## src/sv/tsm_pkg.sv

```systemverilog
// Shared types and codes for the two-way sorted merge block.
`default_nettype none
package tsm_pkg;

  localparam logic [1:0] ACT_APPEND_FIRST  = 2'd0;
  localparam logic [1:0] ACT_APPEND_SECOND = 2'd1;
  localparam logic [1:0] ACT_MERGE         = 2'd2;

  typedef struct packed {
    logic [1:0]         action;
    logic signed [31:0] value;
  } in_item_t;

  typedef struct packed {
    logic signed [31:0] merged_value;
    logic               last_of_run;
  } out_item_t;

  typedef enum logic [1:0] {
    OP_APPEND_FIRST,
    OP_APPEND_SECOND,
    OP_MERGE
  } op_kind_t;

  typedef struct packed {
    op_kind_t           kind;
    logic signed [31:0] value;
  } op_t;

endpackage
`default_nettype wire

```

## src/sv/two_way_sorted_merge.sv

```systemverilog
// Top level: two-way sorted merge. An append is queued on acceptance and written to its list
// when the sequencer pops it. A merge runs through the queue, the S_PREP and S_MERGE states
// and the result register, then yields one result per cycle; an empty merge gives no result.
// Appends and merges queue two deep ahead of the sequencer; busy rises when the queue fills.
// Results cannot be stalled. Synchronous active-low reset empties the queue and both lists.
`default_nettype none
module two_way_sorted_merge #(
  parameter int LIST_CAPACITY = 32
) (
  input  logic               clk,
  input  logic               rst_n,
  input  logic               start,
  output logic               busy,
  input  tsm_pkg::in_item_t  in_item,
  output logic               out_strobe,
  output tsm_pkg::out_item_t out_item
);
  import tsm_pkg::*;

  logic q_valid;
  logic q_pop;
  op_t  q_op;

  tsm_front u_front (
    .clk     (clk),
    .rst_n   (rst_n),
    .start   (start),
    .in_item (in_item),
    .busy    (busy),
    .q_valid (q_valid),
    .q_op    (q_op),
    .q_pop   (q_pop)
  );

  tsm_back #(.LIST_CAPACITY(LIST_CAPACITY)) u_back (
    .clk        (clk),
    .rst_n      (rst_n),
    .q_valid    (q_valid),
    .q_op       (q_op),
    .q_pop      (q_pop),
    .out_strobe (out_strobe),
    .out_item   (out_item)
  );

  a_run_ends: assert property (@(posedge clk) disable iff (!rst_n)
    out_strobe && out_item.last_of_run |=> !out_strobe)
    else $error("result after end of merge run");

  a_run_continues: assert property (@(posedge clk) disable iff (!rst_n)
    out_strobe && !out_item.last_of_run |=> out_strobe)
    else $error("gap inside merge run");

  a_full_queue: assert property (@(posedge clk) disable iff (!rst_n)
    busy |-> q_valid)
    else $error("busy with empty queue");

endmodule
`default_nettype wire

```

## src/sv/tsm_ram.sv

```systemverilog
// Generic single-write, single-read RAM with registered read data.
`default_nettype none
module tsm_ram #(
  parameter int WIDTH = 32,
  parameter int DEPTH = 32
) (
  input  logic                                  clk,
  input  logic                                  wr_en,
  input  logic [(DEPTH > 1 ? $clog2(DEPTH) : 1)-1:0] wr_addr,
  input  logic [WIDTH-1:0]                      wr_data,
  input  logic [(DEPTH > 1 ? $clog2(DEPTH) : 1)-1:0] rd_addr,
  output logic [WIDTH-1:0]                      rd_data
);

  logic [WIDTH-1:0] mem_r [DEPTH];
  logic [WIDTH-1:0] rd_data_r;

  always_ff @(posedge clk) begin
    if (wr_en) begin
      mem_r[wr_addr] <= wr_data;
    end
    rd_data_r <= mem_r[rd_addr];
  end

  assign rd_data = rd_data_r;

endmodule
`default_nettype wire

```

## src/sv/tsm_front.sv

```systemverilog
// Front end: accepts items, drops unused actions, queues operations for the back end.
`default_nettype none
module tsm_front (
  input  logic             clk,
  input  logic             rst_n,
  input  logic             start,
  input  tsm_pkg::in_item_t in_item,
  output logic             busy,
  output logic             q_valid,
  output tsm_pkg::op_t     q_op,
  input  logic             q_pop
);
  import tsm_pkg::*;

  op_t        q_mem_r [2];
  logic       wr_ptr_r, wr_ptr_nxt;
  logic       rd_ptr_r, rd_ptr_nxt;
  logic [1:0] fill_r, fill_nxt;
  logic       known;
  logic       push;
  logic       pop;
  op_t        op_new;

  always_comb begin
    known       = 1'b1;
    op_new.kind = OP_MERGE;
    op_new.value = in_item.value;
    case (in_item.action)
      ACT_APPEND_FIRST:  op_new.kind = OP_APPEND_FIRST;
      ACT_APPEND_SECOND: op_new.kind = OP_APPEND_SECOND;
      ACT_MERGE:         op_new.kind = OP_MERGE;
      default:           known = 1'b0;
    endcase
  end

  assign busy    = (fill_r == 2'd2);
  assign q_valid = (fill_r != 2'd0);
  assign q_op    = q_mem_r[rd_ptr_r];
  assign push    = start && !busy && known;
  assign pop     = q_pop && q_valid;

  always_comb begin
    wr_ptr_nxt = push ? ~wr_ptr_r : wr_ptr_r;
    rd_ptr_nxt = pop ? ~rd_ptr_r : rd_ptr_r;
    case ({push, pop})
      2'b10:   fill_nxt = fill_r + 2'd1;
      2'b01:   fill_nxt = fill_r - 2'd1;
      default: fill_nxt = fill_r;
    endcase
  end

  always_ff @(posedge clk) begin
    if (!rst_n) begin
      wr_ptr_r <= 1'b0;
      rd_ptr_r <= 1'b0;
      fill_r   <= 2'd0;
    end else begin
      wr_ptr_r <= wr_ptr_nxt;
      rd_ptr_r <= rd_ptr_nxt;
      fill_r   <= fill_nxt;
    end
  end

  always_ff @(posedge clk) begin
    if (push) begin
      q_mem_r[wr_ptr_r] <= op_new;
    end
  end

endmodule
`default_nettype wire

```

## src/sv/tsm_back.sv

```systemverilog
// Back end: list stores, counts and the merge sequencer with registered result.
`default_nettype none
module tsm_back #(
  parameter int LIST_CAPACITY = 32
) (
  input  logic               clk,
  input  logic               rst_n,
  input  logic               q_valid,
  input  tsm_pkg::op_t       q_op,
  output logic               q_pop,
  output logic               out_strobe,
  output tsm_pkg::out_item_t out_item
);
  import tsm_pkg::*;

  localparam int CW = $clog2(LIST_CAPACITY + 1);
  localparam int AW = (LIST_CAPACITY > 1) ? $clog2(LIST_CAPACITY) : 1;
  localparam logic [CW-1:0] CAP = CW'(LIST_CAPACITY);

  typedef enum logic [1:0] {
    S_IDLE,
    S_PREP,
    S_MERGE
  } state_t;

  state_t    state_r, state_nxt;
  logic [CW-1:0] cnt_a_r, cnt_a_nxt, cnt_b_r, cnt_b_nxt;
  logic [CW-1:0] ia_r, ia_nxt, ib_r, ib_nxt;
  logic [CW-1:0] ia_inc, ib_inc;
  logic      out_strobe_r, out_strobe_nxt;
  out_item_t out_item_r, out_item_nxt;

  logic        we_a, we_b;
  logic [31:0] head_a, head_b;
  logic        a_ok, b_ok, take_a, last;

  tsm_ram #(.WIDTH(32), .DEPTH(LIST_CAPACITY)) u_ram_a (
    .clk     (clk),
    .wr_en   (we_a),
    .wr_addr (cnt_a_r[AW-1:0]),
    .wr_data (q_op.value),
    .rd_addr (ia_nxt[AW-1:0]),
    .rd_data (head_a)
  );

  tsm_ram #(.WIDTH(32), .DEPTH(LIST_CAPACITY)) u_ram_b (
    .clk     (clk),
    .wr_en   (we_b),
    .wr_addr (cnt_b_r[AW-1:0]),
    .wr_data (q_op.value),
    .rd_addr (ib_nxt[AW-1:0]),
    .rd_data (head_b)
  );

  assign q_pop = (state_r == S_IDLE) && q_valid;
  assign we_a  = q_pop && (q_op.kind == OP_APPEND_FIRST) && (cnt_a_r < CAP);
  assign we_b  = q_pop && (q_op.kind == OP_APPEND_SECOND) && (cnt_b_r < CAP);

  // ties go to the second list
  assign a_ok   = (ia_r < cnt_a_r);
  assign b_ok   = (ib_r < cnt_b_r);
  assign take_a = a_ok && (!b_ok || ($signed(head_a) < $signed(head_b)));
  assign ia_inc = ia_r + {{(CW-1){1'b0}}, take_a};
  assign ib_inc = ib_r + {{(CW-1){1'b0}}, !take_a};
  assign last   = (ia_inc == cnt_a_r) && (ib_inc == cnt_b_r);

  always_comb begin
    state_nxt      = state_r;
    cnt_a_nxt      = cnt_a_r;
    cnt_b_nxt      = cnt_b_r;
    ia_nxt         = ia_r;
    ib_nxt         = ib_r;
    out_strobe_nxt = 1'b0;
    out_item_nxt   = out_item_r;
    case (state_r)
      S_IDLE: begin
        if (we_a) begin
          cnt_a_nxt = cnt_a_r + {{(CW-1){1'b0}}, 1'b1};
        end
        if (we_b) begin
          cnt_b_nxt = cnt_b_r + {{(CW-1){1'b0}}, 1'b1};
        end
        if (q_pop && (q_op.kind == OP_MERGE) &&
            ((cnt_a_r != '0) || (cnt_b_r != '0))) begin
          state_nxt = S_PREP;
        end
      end
      S_PREP: begin
        state_nxt = S_MERGE;
      end
      S_MERGE: begin
        out_strobe_nxt            = 1'b1;
        out_item_nxt.merged_value = take_a ? head_a : head_b;
        out_item_nxt.last_of_run  = last;
        if (last) begin
          state_nxt = S_IDLE;
          cnt_a_nxt = '0;
          cnt_b_nxt = '0;
          ia_nxt    = '0;
          ib_nxt    = '0;
        end else begin
          ia_nxt = ia_inc;
          ib_nxt = ib_inc;
        end
      end
      default: begin
        state_nxt = S_IDLE;
      end
    endcase
  end

  always_ff @(posedge clk) begin
    if (!rst_n) begin
      state_r      <= S_IDLE;
      cnt_a_r      <= '0;
      cnt_b_r      <= '0;
      ia_r         <= '0;
      ib_r         <= '0;
      out_strobe_r <= 1'b0;
    end else begin
      state_r      <= state_nxt;
      cnt_a_r      <= cnt_a_nxt;
      cnt_b_r      <= cnt_b_nxt;
      ia_r         <= ia_nxt;
      ib_r         <= ib_nxt;
      out_strobe_r <= out_strobe_nxt;
      out_item_r   <= out_item_nxt;
    end
  end

  assign out_strobe = out_strobe_r;
  assign out_item   = out_item_r;

endmodule
`default_nettype wire

```

## config.mk

```make
export PLATFORM = sky130hd
export DESIGN_NAME = two_way_sorted_merge
export DESIGN_NICKNAME = d
export VERILOG_FILES = /design/src/sv/tsm_pkg.sv /design/src/sv/two_way_sorted_merge.sv /design/src/sv/tsm_ram.sv /design/src/sv/tsm_front.sv /design/src/sv/tsm_back.sv
export SDC_FILE = /design/constraint.sdc
export NUM_CORES = 2
export LEC_CHECK = 0
export ABC_AREA = 1
export BUFFER_PORTS_ARGS = -buffer_cell sky130_fd_sc_hd__clkbuf_2
export CORE_MARGIN = 1.5
export CORE_UTILIZATION = 30
export DETAILED_ROUTE_END_ITERATION = 6
export GPL_TIMING_DRIVEN = 0
export PLACE_DENSITY_LB_ADDON = 0.15
export SLEW_MARGIN = 25
export SYNTH_ARGS = -nofsm -noshare
export SYNTH_HDL_FRONTEND = slang
export SYNTH_HIERARCHICAL = 1
export SYNTH_SLANG_ARGS = --single-unit
```

## constraint.sdc

```tcl
create_clock -name clk -period 10.9 [get_ports clk]
set_input_delay 2.18 -clock clk [delete_from_list [all_inputs] [get_ports clk]]
set_output_delay 2.18 -clock clk [all_outputs]
set_load 0.01 [all_outputs]
```

==> results.yml <==
critical_path:
  critPathCaptureType: "flip-flop"
  rrSetupSlack_ns: 4.20
  critPathSlowestCell: "buf_2"
  max_stage_delay_ns: 0.62
  crit_fanout: 11
  cp.required_ns: 11.71
  r2r-start: "u_back/cnt_a_r[3]$_SDFFE_PN0P_"
  r2r_cells: 27
  worst_path_most_repeated_cell: "nand2_1"
  cp.arrival_ns: 7.51
  r2r_end: "u_back/u_ram_a/rd_data[14]$_DFF_P_"
  cp-start-kind: "flip-flop"
  path_class: "reg -> reg"
clock_network:
  cts_hold_buf: 0
  cts.sinks: 2245
  postCtsSetupRepairBufs: 0
  cts_max_path_buffers: 4
  htreeDepth: 4
  cts_resized: 0
  cts_tree: "done"
  clockRootBuffer: "clkbuf_16"
  clk_pin_slew_worst_paths_ns: 0.06
  clk-insertion-delay-late_ns: 0.91
  cts_buffers: 245
cells_and_area:
  syn_to_final_growth_pct: 18.3
  final_common_cell: "nand2_1"
  mostFrequentLayoutCells: "3,053 x nand2_1, 2,149 x edfxtp_1, 1,618 x nand3_1"
  final_cells: 12503
  regArea_sq_um: 66500
  layout.nets: 8291
  fillCellCount: 29984
  multi_input_area_sq_um: 22600
  finalInstanceArea_sq_um: 109000
  layout-drive-gt1-share_pct: 12.1
global_route:
  grtUsageTotal_pct: 20.7
  overflow: 0
  grt_pass1_wl_microns: 452000
  antenna_found_initial: 29
  grt_max_degree: 65
  first_global_vias: 58946
timing:
  finalCritPeriodShare_pct: 61.5
  timing.slew.headroom_pct: 22.9
  finalHoldViolCount: 0
  fmax_mhz: 149
  period_needed_ns: 6.70
  fin_skew_ns: 0.0283
  finalSetupViolations: 0
  fin_setup_tns_ns: 0
  report.final.slew_viol_count: 0
  worstMarginPinSlew_ns: 1.16
  grt_setup_unrepaired: "no"
  hold_ws_ns: 0.473
drt:
  drtIter0Drc: 6284
  firstDrtPassIters: 6
  drc: 0
  vias_per_cell: 4.92
  wl_microns: 326000
  ant_nets: 0
  avgRoutedWirePerCell_microns: 26.1
  vias: 61473
worst_hold_path:
  holdCritPathClass: "reg -> reg"
  min_from: "u_back/state_r[1]$_SDFFE_PN0P_"
  min_to: "u_back/state_r[1]$_SDFFE_PN0P_"
  hold_depth: 1
synthesis:
  ys_seq_area_share_pct: 72.3
  yosysWarnings: 6
  syn_avg_cell_area_sq_um: 11.8
  synth.top_cell.area_share_pct: 70.2
  synth.cell_area_sq_um: 91900
  yosysUniqueCellTypes: 40
  synth_flop_cell: "edfxtp_1"
  synth_edf_count: 2149
  synth_area_leaders: "edfxtp_1 70%, nand2_1 12%, nand3_1 8.8%, dfxtp_1 2.1%, buf_6 1.6%"
  ys_async_sr_fraction_pct: 0
  synth_fp_nets: 7852
  synth_seq_cells: 2245
  yosys.area.top_type: "edfxtp_1"
  synth_cells: 7764
place:
  numPortBuffers: 71
  place_area_sq_um: 101000
  globalplace.congestion: 0.905
  hpwl_microns: 219000
  placed_cells: 12054
die:
  floorplan.initialDensity_pct: 30.1
  die_area_sq_um: 310000
  num_rows: 203
  ios: 72
  die_height_microns: 556
  die_x_microns: 556
  coreArea_sq_um: 305000
power_and_ir_drop:
  leakage_uw: 0.0395
  worst_ir_drop_vdd_mv: 0.171
  power_density_nw_per_um2: 187
  power.total_uw: 20300
outcome:
  outcome: "completed"
job:
  maxCapViolCount: 0
==> layout make-up <==
class | instances | share of cell area [%]
clock buffers | 312 | 6.06
clock inverters | 129 | 0.873
inverters | 99 | 0.356
multi-input cells | 4964 | 20.8
plain buffers | 456 | 2.97
flip-flops and latches | 2245 | 61.1
diodes | 6 | 0.0138
repair buffers | 192 | 3.09
well taps | 4100 | 4.72
==> cell usage after synthesis, types with 2 or more instances <==
cell,n
a21oi_1,45
a21oi_2,2
buf_1,37
buf_12,3
buf_2,171
buf_4,48
buf_6,134
buf_8,6
clkbuf_1,57
dfxtp_1,96
edfxtp_1,2149
ha_1,51
inv_1,91
inv_2,5
inv_8,2
mux2_2,4
mux2_4,30
nand2_1,3053
nand2_2,2
nand2_4,4
nand3_1,1618
nand3_2,4
nand3b_1,2
nand4_1,13
nor2_1,93
nor2_2,4
nor3_1,3
nor4_4,2
o21a_1,2
o21ai_0,8
o21ai_1,3
or2_4,2
xnor2_1,3
xor2_1,11
==> metal layers <==
| layer | share of wire, % | vias up | global-route usage [%] |
|---|---|---|---|
| li1 | - | 27942 | - |
| met1 | 45 | 30976 | 29.7 |
| met2 | 44 | 2122 | 31.9 |
| met3 | 6.6 | 433 | 2.79 |
| met4 | 3.6 | 0 | 7.25 |
| met5 | 0 | - | 0 |
==> per-stage QoR <==
step	util, %	setup slack, ns
final	35.6	4.20
after global routing	35.6	3.92
after CTS	35.6	4.26
after detailed placement	33.1	4.27
after global placement	31.9	3.97
after floorplan	-	6.47
==> critical path, delay by kind of cell, from the launching register on <==
family / cells / cell delay, ns
simple gates: 15 / 2.50
buf+inv: 6 / 1.81
compound gates: 3 / 0.86
fa+ha+maj: 3 / 0.83
flops: 1 / 0.59
==> how the worst max path moves through the flow <==
stage	end	startpoint	depth (start not counted)	slack (ns)
2_1_floorplan	u_back/out_item[0]$_DFFE_PP_	rst_n	3	6.47
3_3_place_gp	u_back/out_item[13]$_DFFE_PP_	rst_n	4	3.97
3_5_place_dp	u_back/u_ram_a/rd_data[11]$_DFF_P_	u_back/cnt_a_r[2]$_SDFFE_PN0P_	30	4.27
4_1_cts	u_back/u_ram_a/rd_data[11]$_DFF_P_	u_back/cnt_a_r[2]$_SDFFE_PN0P_	30	4.26
5_1_grt	u_back/u_ram_a/rd_data[17]$_DFF_P_	u_back/cnt_a_r[2]$_SDFFE_PN0P_	28	3.92
6_report	u_back/u_ram_a/rd_data[14]$_DFF_P_	u_back/cnt_a_r[3]$_SDFFE_PN0P_	27	4.20
==> registers in the layout, indices dropped and copies added, names as in the netlist, named ones only <==
name                    count
u_back/cnt_a_r              6
u_back/u_ram_b/rd_data     32
u_back/state_r              2
u_back/ia_r                 6
u_front/fill_r              2
u_back/u_ram_a/mem_r     1024
u_front/rd_ptr_r            1
u_back/out_item            33
u_front/q_mem_r            68
u_back/cnt_b_r              6
u_back/ib_r                 6
u_back/out_strobe           1
u_back/u_ram_a/rd_data     32
u_front/wr_ptr_r            1
u_back/u_ram_b/mem_r     1024
==> cell families after synthesis <==
group,Yosys count,share of synthesized area [%]
and+or+nand+nor,4803,22.0
DFF,2245,72.3
buffers and inverters,555,3.93
AOI/OAI and AO/OA,62,0.379
adders and majority gates,51,0.694
muxes,34,0.539
xor gates and xnor gates,14,0.133
==> power by group <==
| group | total, uW | internal, uW | switching, uW |
|---|---|---|---|
| combinational | 2150 | 415 | 1740 |
| clock | 7970 | 4530 | 3430 |
| sequential | 10200 | 10100 | 58.2 |
| total | 20300 | 15100 | 5230 |
No activity file was read; power rests on OpenSTA's default activity.
